<file path="src/design/kit_pkg.sv">
// Shared types, character codes and keyword tables for the keyword/identifier tokenizer.
`timescale 1ns / 1ps

package kit_pkg;

    // Default sizes handed to the top level
    localparam int POS_BITS_DEF    = 16;
    localparam int LEN_BITS_DEF    = 8;
    localparam int QUEUE_DEPTH_DEF = 4;

    // Fixed widths of the token fields
    localparam int TOK_POS_W = 16;
    localparam int TOK_LEN_W = 8;
    localparam int KW_COUNT  = 7;

    // Character codes
    localparam logic [7:0] CH_NUL    = 8'h00;
    localparam logic [7:0] CH_TAB    = 8'h09;
    localparam logic [7:0] CH_LF     = 8'h0A;
    localparam logic [7:0] CH_CR     = 8'h0D;
    localparam logic [7:0] CH_SPACE  = 8'h20;
    localparam logic [7:0] CH_LPAREN = 8'h28;
    localparam logic [7:0] CH_RPAREN = 8'h29;
    localparam logic [7:0] CH_COMMA  = 8'h2C;
    localparam logic [7:0] CH_DOT    = 8'h2E;
    localparam logic [7:0] CH_COLON  = 8'h3A;
    localparam logic [7:0] CH_EQUALS = 8'h3D;
    localparam logic [7:0] CH_GT     = 8'h3E;
    localparam logic [7:0] CH_UNDER  = 8'h5F;
    localparam logic [7:0] CH_PIPE   = 8'h7C;

    typedef enum logic [4:0] {
        KIND_LPAREN    = 5'd0,
        KIND_RPAREN    = 5'd1,
        KIND_COLON     = 5'd2,
        KIND_COMMA     = 5'd3,
        KIND_DOT       = 5'd4,
        KIND_DARROW    = 5'd5,
        KIND_PIPE      = 5'd6,
        KIND_EOF       = 5'd7,
        KIND_KW_FUN    = 5'd8,
        KIND_KW_FORALL = 5'd9,
        KIND_KW_TYPE   = 5'd10,
        KIND_KW_PROP   = 5'd11,
        KIND_KW_MATCH  = 5'd12,
        KIND_KW_WITH   = 5'd13,
        KIND_KW_END    = 5'd14,
        KIND_IDENT     = 5'd15,
        KIND_ERROR     = 5'd16
    } kit_kind_t;

    typedef struct packed {
        kit_kind_t             kind;
        logic [TOK_POS_W-1:0]  pos;
        logic [TOK_LEN_W-1:0]  len;
    } kit_token_t;

    // One queue entry: the tokens caused by one character
    typedef struct packed {
        logic       two;
        kit_token_t tok0;
        kit_token_t tok1;
    } kit_entry_t;

    // Keyword lengths: fun forall Type Prop match with end
    function automatic logic [2:0] kw_len(input int k);
        logic [2:0] r;
        case (k)
            0:       r = 3'd3;
            1:       r = 3'd6;
            2:       r = 3'd4;
            3:       r = 3'd4;
            4:       r = 3'd5;
            5:       r = 3'd4;
            6:       r = 3'd3;
            default: r = 3'd0;
        endcase
        return r;
    endfunction

    // Keyword character k at index idx
    function automatic logic [7:0] kw_char(input int k, input logic [2:0] idx);
        logic [47:0] txt;
        case (k)
            0:       txt = {"fun", 24'h0};
            1:       txt = "forall";
            2:       txt = {"Type", 16'h0};
            3:       txt = {"Prop", 16'h0};
            4:       txt = {"match", 8'h0};
            5:       txt = {"with", 16'h0};
            6:       txt = {"end", 24'h0};
            default: txt = 48'h0;
        endcase
        return (idx < 3'd6) ? txt[8*(3'd5 - idx) +: 8] : 8'h00;
    endfunction

    // Drop the keywords that no longer match at index idx
    function automatic logic [KW_COUNT-1:0] filter_cands(input logic [KW_COUNT-1:0] cand,
                                                         input logic [15:0] idx,
                                                         input logic [7:0] c);
        logic [KW_COUNT-1:0] r;
        r = cand;
        for (int k = 0; k < KW_COUNT; k++)
        begin
            if (idx >= 16'(kw_len(k)) || kw_char(k, idx[2:0]) != c)
                r[k] = 1'b0;
        end
        return r;
    endfunction

endpackage

</file>
<file path="src/design/kit_front.sv">
// Front end: takes one character a beat, tracks lexer state, builds token entries.
`timescale 1ns / 1ps

module kit_front
    import kit_pkg::*;
#(
    parameter int POS_BITS = POS_BITS_DEF,
    parameter int LEN_BITS = LEN_BITS_DEF
)
(
    input  logic        clk,
    input  logic        rst_n,
    input  logic        ch_valid,
    input  logic [7:0]  ch,
    input  logic        full,
    output logic        ch_stall,
    output logic        push,
    output kit_entry_t  push_entry
);

    logic [POS_BITS-1:0] pos_reg, pos_next;
    logic [POS_BITS-1:0] start_reg, start_next;
    logic [LEN_BITS-1:0] len_reg, len_next;
    logic                id_reg, id_next;
    logic                eq_reg, eq_next;
    logic [KW_COUNT-1:0] cand_reg, cand_next;

    logic       accept;
    logic       ch_letter, ch_numeral, is_ws;
    logic       pre_v, own_v, skip_own, kw_found;
    kit_token_t pre_tok, own_tok;
    logic [TOK_LEN_W-1:0] id_len_out;

    assign ch_stall = full;
    assign accept   = ch_valid && !full;

    assign ch_letter  = ch inside {[8'h61:8'h7A], [8'h41:8'h5A]};
    assign ch_numeral = ch inside {[8'h30:8'h39]};
    assign is_ws      = ch inside {CH_SPACE, CH_TAB, CH_CR, CH_LF};

    // Identifier length as reported, saturated to the field width
    assign id_len_out = (32'(len_reg) > 32'd255) ? 8'hFF : TOK_LEN_W'(len_reg);

    // Character classification and state update
    always_comb
    begin
        pos_next   = pos_reg + 1'b1;
        start_next = start_reg;
        len_next   = len_reg;
        id_next    = id_reg;
        eq_next    = 1'b0;
        cand_next  = cand_reg;
        pre_v      = 1'b0;
        own_v      = 1'b0;
        skip_own   = 1'b0;
        kw_found   = 1'b0;
        pre_tok    = '{kind: KIND_ERROR, pos: TOK_POS_W'(start_reg), len: 8'd1};
        own_tok    = '{kind: KIND_ERROR, pos: TOK_POS_W'(pos_reg), len: 8'd1};

        // Pending '=' resolves first
        if (eq_reg)
        begin
            if (ch == CH_GT)
            begin
                pre_v       = 1'b1;
                pre_tok.kind = KIND_DARROW;
                pre_tok.len  = 8'd2;
                skip_own     = 1'b1;
            end
            else
            begin
                pre_v = 1'b1;
            end
        end

        // Open identifier: extend or close
        if (id_reg)
        begin
            if (ch_letter || ch_numeral)
            begin
                cand_next = filter_cands(cand_reg, 16'(len_reg), ch);
                if (len_reg != {LEN_BITS{1'b1}})
                    len_next = len_reg + 1'b1;
                skip_own = 1'b1;
            end
            else
            begin
                pre_v        = 1'b1;
                id_next      = 1'b0;
                pre_tok.kind = KIND_IDENT;
                pre_tok.len  = id_len_out;
                for (int k = 0; k < KW_COUNT; k++)
                begin
                    if (!kw_found && cand_reg[k] && 16'(len_reg) == 16'(kw_len(k)))
                    begin
                        kw_found     = 1'b1;
                        pre_tok.kind = kit_kind_t'(5'(int'(KIND_KW_FUN) + k));
                        pre_tok.len  = 8'(kw_len(k));
                    end
                end
            end
        end

        // The character's own token
        if (!skip_own)
        begin
            case (ch)
                CH_LPAREN: begin own_v = 1'b1; own_tok.kind = KIND_LPAREN; end
                CH_RPAREN: begin own_v = 1'b1; own_tok.kind = KIND_RPAREN; end
                CH_COLON:  begin own_v = 1'b1; own_tok.kind = KIND_COLON;  end
                CH_COMMA:  begin own_v = 1'b1; own_tok.kind = KIND_COMMA;  end
                CH_DOT:    begin own_v = 1'b1; own_tok.kind = KIND_DOT;    end
                CH_PIPE:   begin own_v = 1'b1; own_tok.kind = KIND_PIPE;   end
                CH_EQUALS:
                begin
                    eq_next    = 1'b1;
                    start_next = pos_reg;
                end
                CH_NUL:
                begin
                    own_v        = 1'b1;
                    own_tok.kind = KIND_EOF;
                    pos_next     = '0;
                end
                default:
                begin
                    if (ch_letter || ch == CH_UNDER)
                    begin
                        id_next    = 1'b1;
                        start_next = pos_reg;
                        len_next   = LEN_BITS'(1);
                        cand_next  = filter_cands({KW_COUNT{1'b1}}, 16'd0, ch);
                    end
                    else if (!is_ws)
                    begin
                        own_v = 1'b1;
                    end
                end
            endcase
        end

        // Pack into one entry, first token in tok0
        push            = accept && (pre_v || own_v);
        push_entry.two  = pre_v && own_v;
        push_entry.tok0 = pre_v ? pre_tok : own_tok;
        push_entry.tok1 = own_tok;
    end

    // Lexer state
    always_ff @(posedge clk or negedge rst_n)
    begin
        if (!rst_n)
        begin
            pos_reg   <= '0;
            start_reg <= '0;
            len_reg   <= '0;
            id_reg    <= 1'b0;
            eq_reg    <= 1'b0;
            cand_reg  <= {KW_COUNT{1'b1}};
        end
        else if (accept)
        begin
            pos_reg   <= pos_next;
            start_reg <= start_next;
            len_reg   <= len_next;
            id_reg    <= id_next;
            eq_reg    <= eq_next;
            cand_reg  <= cand_next;
        end
    end

    // A pending '=' and an open identifier never coexist
    a_eq_id_excl: assert property (@(posedge clk) disable iff (!rst_n)
        !(eq_reg && id_reg))
        else $error("pending equals with open identifier");

    // A two-token entry always leads with a closed token from an earlier character
    a_two_lead: assert property (@(posedge clk) disable iff (!rst_n)
        (push && push_entry.two) |-> (push_entry.tok0.pos == TOK_POS_W'(start_reg)))
        else $error("two-token entry does not lead with pending token");

endmodule

</file>
<file path="src/design/kit_queue.sv">
// Short entry queue between the front and the back end.
`timescale 1ns / 1ps

module kit_queue
    import kit_pkg::*;
#(
    parameter int QUEUE_DEPTH = QUEUE_DEPTH_DEF
)
(
    input  logic        clk,
    input  logic        rst_n,
    input  logic        push,
    input  kit_entry_t  push_entry,
    input  logic        pop,
    output logic        full,
    output logic        head_valid,
    output kit_entry_t  head_entry
);

    localparam int PTR_W = (QUEUE_DEPTH > 1) ? $clog2(QUEUE_DEPTH) : 1;
    localparam int CNT_W = $clog2(QUEUE_DEPTH + 1);

    kit_entry_t           mem [QUEUE_DEPTH];
    logic [PTR_W-1:0]     wr_reg, wr_next;
    logic [PTR_W-1:0]     rd_reg, rd_next;
    logic [CNT_W-1:0]     cnt_reg, cnt_next;

    assign full       = (cnt_reg == CNT_W'(QUEUE_DEPTH));
    assign head_valid = (cnt_reg != '0);
    assign head_entry = mem[rd_reg];

    // Pointer and fill count update
    always_comb
    begin
        wr_next  = wr_reg;
        rd_next  = rd_reg;
        cnt_next = cnt_reg;
        if (push)
            wr_next = (wr_reg == PTR_W'(QUEUE_DEPTH - 1)) ? '0 : wr_reg + 1'b1;
        if (pop)
            rd_next = (rd_reg == PTR_W'(QUEUE_DEPTH - 1)) ? '0 : rd_reg + 1'b1;
        if (push && !pop)
            cnt_next = cnt_reg + 1'b1;
        else if (pop && !push)
            cnt_next = cnt_reg - 1'b1;
    end

    always_ff @(posedge clk or negedge rst_n)
    begin
        if (!rst_n)
        begin
            wr_reg  <= '0;
            rd_reg  <= '0;
            cnt_reg <= '0;
        end
        else
        begin
            wr_reg  <= wr_next;
            rd_reg  <= rd_next;
            cnt_reg <= cnt_next;
        end
    end

    // Entry storage
    always_ff @(posedge clk)
    begin
        if (push)
            mem[wr_reg] <= push_entry;
    end

    a_no_overflow: assert property (@(posedge clk) disable iff (!rst_n)
        push |-> !full)
        else $error("queue overflow");

    a_no_underflow: assert property (@(posedge clk) disable iff (!rst_n)
        pop |-> head_valid)
        else $error("queue underflow");

endmodule

</file>
<file path="src/design/kit_back.sv">
// Back end: splits queue entries into single token beats through an output register.
`timescale 1ns / 1ps

module kit_back
    import kit_pkg::*;
(
    input  logic                  clk,
    input  logic                  rst_n,
    input  logic                  head_valid,
    input  kit_entry_t            head_entry,
    output logic                  pop,
    output logic                  tok_valid,
    input  logic                  tok_stall,
    output logic [4:0]            token_kind,
    output logic [TOK_POS_W-1:0]  token_pos,
    output logic [TOK_LEN_W-1:0]  token_len,
    output logic                  last
);

    logic       valid_reg, valid_next;
    logic       sub_reg, sub_next;
    kit_token_t tok_reg;
    logic       last_reg;
    logic       load, sel_last;
    kit_token_t sel_tok;

    assign sel_tok  = sub_reg ? head_entry.tok1 : head_entry.tok0;
    assign sel_last = !head_entry.two || sub_reg;
    assign load     = head_valid && (!valid_reg || !tok_stall);
    assign pop      = load && sel_last;

    // Output valid and second-token index
    always_comb
    begin
        valid_next = valid_reg && tok_stall;
        sub_next   = sub_reg;
        if (load)
        begin
            valid_next = 1'b1;
            sub_next   = !sel_last;
        end
    end

    always_ff @(posedge clk or negedge rst_n)
    begin
        if (!rst_n)
        begin
            valid_reg <= 1'b0;
            sub_reg   <= 1'b0;
        end
        else
        begin
            valid_reg <= valid_next;
            sub_reg   <= sub_next;
        end
    end

    // Output payload
    always_ff @(posedge clk)
    begin
        if (load)
        begin
            tok_reg  <= sel_tok;
            last_reg <= sel_last;
        end
    end

    assign tok_valid  = valid_reg;
    assign token_kind = tok_reg.kind;
    assign token_pos  = tok_reg.pos;
    assign token_len  = tok_reg.len;
    assign last       = last_reg;

    // The second token is only pending while its two-token entry sits at the head
    a_sub_head: assert property (@(posedge clk) disable iff (!rst_n)
        sub_reg |-> (head_valid && head_entry.two))
        else $error("second-token index without a two-token head");

endmodule

</file>
<file path="src/design/keyword_identifier_tokenizer_top.sv">
// Top level of the keyword/identifier tokenizer.
//
// Input channel ch_valid/ch_stall/ch carries one source byte a beat. Output
// channel tok_valid/tok_stall carries one token a beat: token_kind,
// token_pos, token_len and last, which marks the final token caused by one
// byte. A byte gives zero, one or two tokens.
// Each token passes through the QUEUE_DEPTH-entry queue and then the output
// register. Bytes are taken at one a cycle while the queue is not full;
// tokens leave at one a cycle while tok_stall is low, so the input keeps full
// rate while the token count stays at or below one per byte; bytes that give
// two tokens are absorbed by the queue between front and back end.
// Reset clears position, lexer state, the queue and the output register;
// the first token position is 0. While tok_stall is high the output beat
// holds, the queue fills, and ch_stall rises once the queue is full.
`timescale 1ns / 1ps

module keyword_identifier_tokenizer_top
    import kit_pkg::*;
#(
    parameter int POS_BITS    = POS_BITS_DEF,
    parameter int LEN_BITS    = LEN_BITS_DEF,
    parameter int QUEUE_DEPTH = QUEUE_DEPTH_DEF
)
(
    input  logic        clk,
    input  logic        rst_n,
    input  logic        ch_valid,
    output logic        ch_stall,
    input  logic [7:0]  ch,
    output logic        tok_valid,
    input  logic        tok_stall,
    output logic [4:0]  token_kind,
    output logic [15:0] token_pos,
    output logic [7:0]  token_len,
    output logic        last
);

    logic       full, push, pop, head_valid;
    kit_entry_t push_entry, head_entry;

    kit_front #(
        .POS_BITS (POS_BITS),
        .LEN_BITS (LEN_BITS)
    ) u_front (
        .clk        (clk),
        .rst_n      (rst_n),
        .ch_valid   (ch_valid),
        .ch         (ch),
        .full       (full),
        .ch_stall   (ch_stall),
        .push       (push),
        .push_entry (push_entry)
    );

    kit_queue #(
        .QUEUE_DEPTH (QUEUE_DEPTH)
    ) u_queue (
        .clk        (clk),
        .rst_n      (rst_n),
        .push       (push),
        .push_entry (push_entry),
        .pop        (pop),
        .full       (full),
        .head_valid (head_valid),
        .head_entry (head_entry)
    );

    kit_back u_back (
        .clk        (clk),
        .rst_n      (rst_n),
        .head_valid (head_valid),
        .head_entry (head_entry),
        .pop        (pop),
        .tok_valid  (tok_valid),
        .tok_stall  (tok_stall),
        .token_kind (token_kind),
        .token_pos  (token_pos),
        .token_len  (token_len),
        .last       (last)
    );

endmodule

</file>
<file path="config.mk">
export PLATFORM = sky130hd
export DESIGN_NAME = keyword_identifier_tokenizer_top
export DESIGN_NICKNAME = d
export VERILOG_FILES = /design/src/design/kit_pkg.sv /design/src/design/kit_front.sv /design/src/design/kit_queue.sv /design/src/design/kit_back.sv /design/src/design/keyword_identifier_tokenizer_top.sv
export SDC_FILE = /design/constraint.sdc
export NUM_CORES = 1
export LEC_CHECK = 0
export BUFFER_PORTS_ARGS = -buffer_cell sky130_fd_sc_hd__clkbuf_2
export CORE_ASPECT_RATIO = 0.7
export CORE_MARGIN = 4
export CORE_UTILIZATION = 50
export DETAILED_ROUTE_END_ITERATION = 10
export GPL_ROUTABILITY_DRIVEN = 1
export GPL_TIMING_DRIVEN = 0
export MAX_ROUTING_LAYER = met4
export PLACE_DENSITY = 0.72
export SLEW_MARGIN = 20
export SYNTH_ARGS = -nofsm -noshare
export SYNTH_HDL_FRONTEND = slang
export SYNTH_SLANG_ARGS = --single-unit
</file>
<file path="constraint.sdc">
create_clock -name clk -period 5 [get_ports clk]
set_input_delay 0.25 -clock clk [delete_from_list [all_inputs] [get_ports clk]]
set_output_delay 0.25 -clock clk [all_outputs]
set_load 0.1 [all_outputs]
</file>
==> flow_summary_export.csv <==
group,metric,value,unit
clock_tree,path_clk_slew,0.06,ns
clock_tree,post-cts-setup-buffer-count,0,
setup_path,worstSetupStartpointType,"flip-flop",
floorplan,start_util,51.6,%
synth,syn-num-nets,874,
synth,synth_edf_count,230,
global_routing,groute.usage.overall,20.1,%
finish,largest_register_ffs,200,
synth,synth_cell_types,75,
clock_tree,root_buffer,"clkbuf_16",
global_routing,grt_pass1_wl,43.3,mm
finish,largest_register,"u_queue.mem",
floorplan,die_x,200,um
floorplan,die_area,0.0285,mm^2
sta,hold_ws,0.167,ns
setup_path,path_cells,"clkbuf_1, inv_1, ha_1, clkbuf_1, nor3b_1, nand2_1, mux2_2, nor4b_1, nand3_1, o211ai_1",
setup_path,critPathRequiredTime,5.46,ns
clock_tree,clk_latency,0.55,ns
finish,antennaDiodeCount,0,
finish,syn2layout_area_growth,13.5,%
power_and_ir_drop,clkPwrFrac,24.0,%
synth,syn-instance-count,844,
detailed_routing,wl,27.3,mm
sta,drv_slew,0,
sta,setup_viol,0,
sta,finalHoldViolations,0,
synth,synth_area_leaders,"edfxtp_1, dfrtp_1, mux4_2",
setup_path,critPathArrivalTime,4.33,ns
finish,nets,953,
floorplan,num_rows,48,
global_routing,grt_remaining_overflow,0,
outcome,status,"finished clean",
place,gp_congestion,0.987,
setup_path,slowest_delay,0.58,ns
power_and_ir_drop,share_comb_of_total_power,36.7,%
synth,async_flop_share,20.1,%
setup_path,critPathSlowestCell,"dfrtp_1",
detailed_routing,num_vias,7693,
flow_run,cap_violations,0,
synth,yosysMostFrequentCell,"edfxtp_1",
sta,fmax,0.258,GHz
finish,fill_cells,1866,
sta,worstMarginPinSlew,1.00,ns
detailed_routing,first_pass_iters,6,
sta,fin_crit_sh,77.4,%
power_and_ir_drop,p_switching,3.35,mW
clock_tree,cts-htree-levels,1,
detailed_routing,routedWlPerCell,21.5,um
power_and_ir_drop,p_leak,5.22,nW
setup_path,path_class,"reg -> reg",
clock_tree,cts.sinks,288,
floorplan,io_pins,44,
global_routing,grt_pass1_vias,7373,
synth,ys.flop_type,"edfxtp_1",
synth,yosys-top-cells-count,"edfxtp_1, nand2_1, mux2_2",
detailed_routing,viasPerCell,6.06,
hold_path,holdCritPathClass,"in -> reg",
setup_path,worst_setup_path_end_kind,"flip-flop",
global_routing,grt_max_degree,36,
power_and_ir_drop,power.density,615,mW/mm^2
sta,rsz0062_at_grt,"false",
global_routing,antenna_found_initial,0,
synth,synth.avg_cell_area,15.3,um^2
place,dp.cells,1216,
floorplan,die_h,142,um
detailed_routing,ant_nets,0,
synth,yosys_warnings,0,
detailed_routing,drt_iter0_markers,854,
synth,yosysSeqAreaShare,64.9,%
sta,slew_headroom,33.2,%
power_and_ir_drop,seqPwrFrac,39.3,%
synth,synth_top_area_share,53.6,%
setup_path,cp_common_cell,"clkbuf_1",
power_and_ir_drop,ir_drop,0.378,mV
place,port_buffers,41,
sta,finClkSkew,0.0232,ns
place,dp_hpwl,18.1,mm
finish,drive_gt1_share,23.4,%
clock_tree,tritoncts,"yes",
finish,finalNonFillerCells,1270,
setup_path,worstPathMaxFanout,10,
floorplan,core_region_area,0.0250,mm^2
power_and_ir_drop,internal_power,5.65,mW
clock_tree,cts_buffers,28,
synth,synth.largest_area_cell,"edfxtp_1",
synth,synth-seq-cells,288,
power_and_ir_drop,switching_share,37.2,%
synth,syn_area,0.0129,mm^2
detailed_routing,drc,0,
sta,finalCriticalPeriod,3.87,ns
clock_tree,cts_buffer_depth,3,
-- power groups by stage --
stage	Combinational [mW]	Sequential [mW]	Clock, mW
floorplan	1.62	4.47	0
global placement	3.21	3.60	0
detailed placement	3.30	3.58	0
CTS	3.32	3.54	2.21
global route	3.53	3.60	2.31
finish	3.30	3.54	2.16
-- through the flow --
step                      area (um^2)  setup TNS (ns)  utilization (%)  setup WS [ns]  total power, mW
final                           14600               0             58.6           1.13             9.00
after global routing            14600               0             58.6           1.01             9.43
after CTS                       14600               0             58.6           1.29             9.07
after detailed placement        13700               0             54.7           1.31             6.88
after global placement          13500          -0.403             54.1         -0.281             6.80
after floorplan                 12900               0                -          0.440             6.09
-- layer usage --
metal / vias up / part of all wire (%) / GRT usage [%]
li1: 3461 / - / -
met1: 3866 / 49 / 33.2
met2: 318 / 41 / 26.5
met5: - / 0 / -
met3: 48 / 7.6 / 3.29
met4: 0 / 1.9 / 3.79
-- path summary, 6_finish.rpt --
check | endpoint | from | slack (ns) | depth (start not counted)
min in group asynchronous | u_front.id_len_out[4] | rst_n | 0.21 | 2
max in group asynchronous | u_front.cand_reg[4] | rst_n | 4.20 | 3
worst min register to register | u_front.start_reg[5] | u_front.start_reg[5] | 0.49 | 1
worst max register to register | u_front.cand_reg[6] | u_front.id_len_out[1] | 1.13 | 10
worst max-delay path | u_front.cand_reg[6] | u_front.id_len_out[1] | 1.13 | 10
worst min-delay path | u_front.cand_reg[1] | ch[0] | 0.17 | 4
-- layout make-up --
| type | instances | area (um^2) | area share [%] |
|---|---|---|---|
| sequential | 288 | 8370 | 57.2 |
| multi-input combinational | 496 | 4320 | 29.5 |
| clock buffer | 40 | 776 | 5.30 |
| tap | 325 | 407 | 2.78 |
| timing repair buffer | 49 | 355 | 2.43 |
| clock inverter | 12 | 185 | 1.26 |
| buffer | 47 | 183 | 1.25 |
| inverter | 13 | 48.8 | 0.333 |
-- layout by cell type (no fill, tap or decap), types with 12 or more instances in the layout --
master / n
xnor2_1: 16
inv_1: 12
clkbuf_16: 28
mux4_2: 50
nor3_1: 15
xor2_1: 12
nand3_1: 22
edfxtp_1: 230
ha_1: 17
nand2_1: 55
nor2b_1: 16
nor2_1: 34
mux2_2: 53
o21ai_0: 26
and3_1: 13
clkbuf_1: 46
clkbuf_2: 40
a21oi_1: 18
dfrtp_1: 51
nand4_1: 14
-- worst max-delay path: cells and delay by family (launching register included) --
| family | cells | cell delay, ns |
|---|---|---|
| AOI/OAI and AO/OA | 1 | 0.12 |
| adders and majority gates | 1 | 0.43 |
| buffers and inverters | 3 | 1.08 |
| DFF | 1 | 0.58 |
| muxes | 1 | 0.32 |
| and+or+nand+nor | 4 | 1.25 |
-- cells by family after synthesis --
family                     after synthesis  share of synthesized area [%]
xor gates and xnor gates                28                           1.90
muxes                                  111                           14.0
and+or+nand+nor                        230                           9.64
adders and majority gates               18                           1.80
buffers and inverters                   60                           1.80
DFF                                    288                           64.9
AOI/OAI and AO/OA                      109                           5.95
-- repair_timing --
item	4_1_cts	5_1_grt
endpoints found under the hold margin	28	0
gates resized for setup	0	0
hold buffers	2	0
No activity file was read; power rests on OpenSTA's default activity.
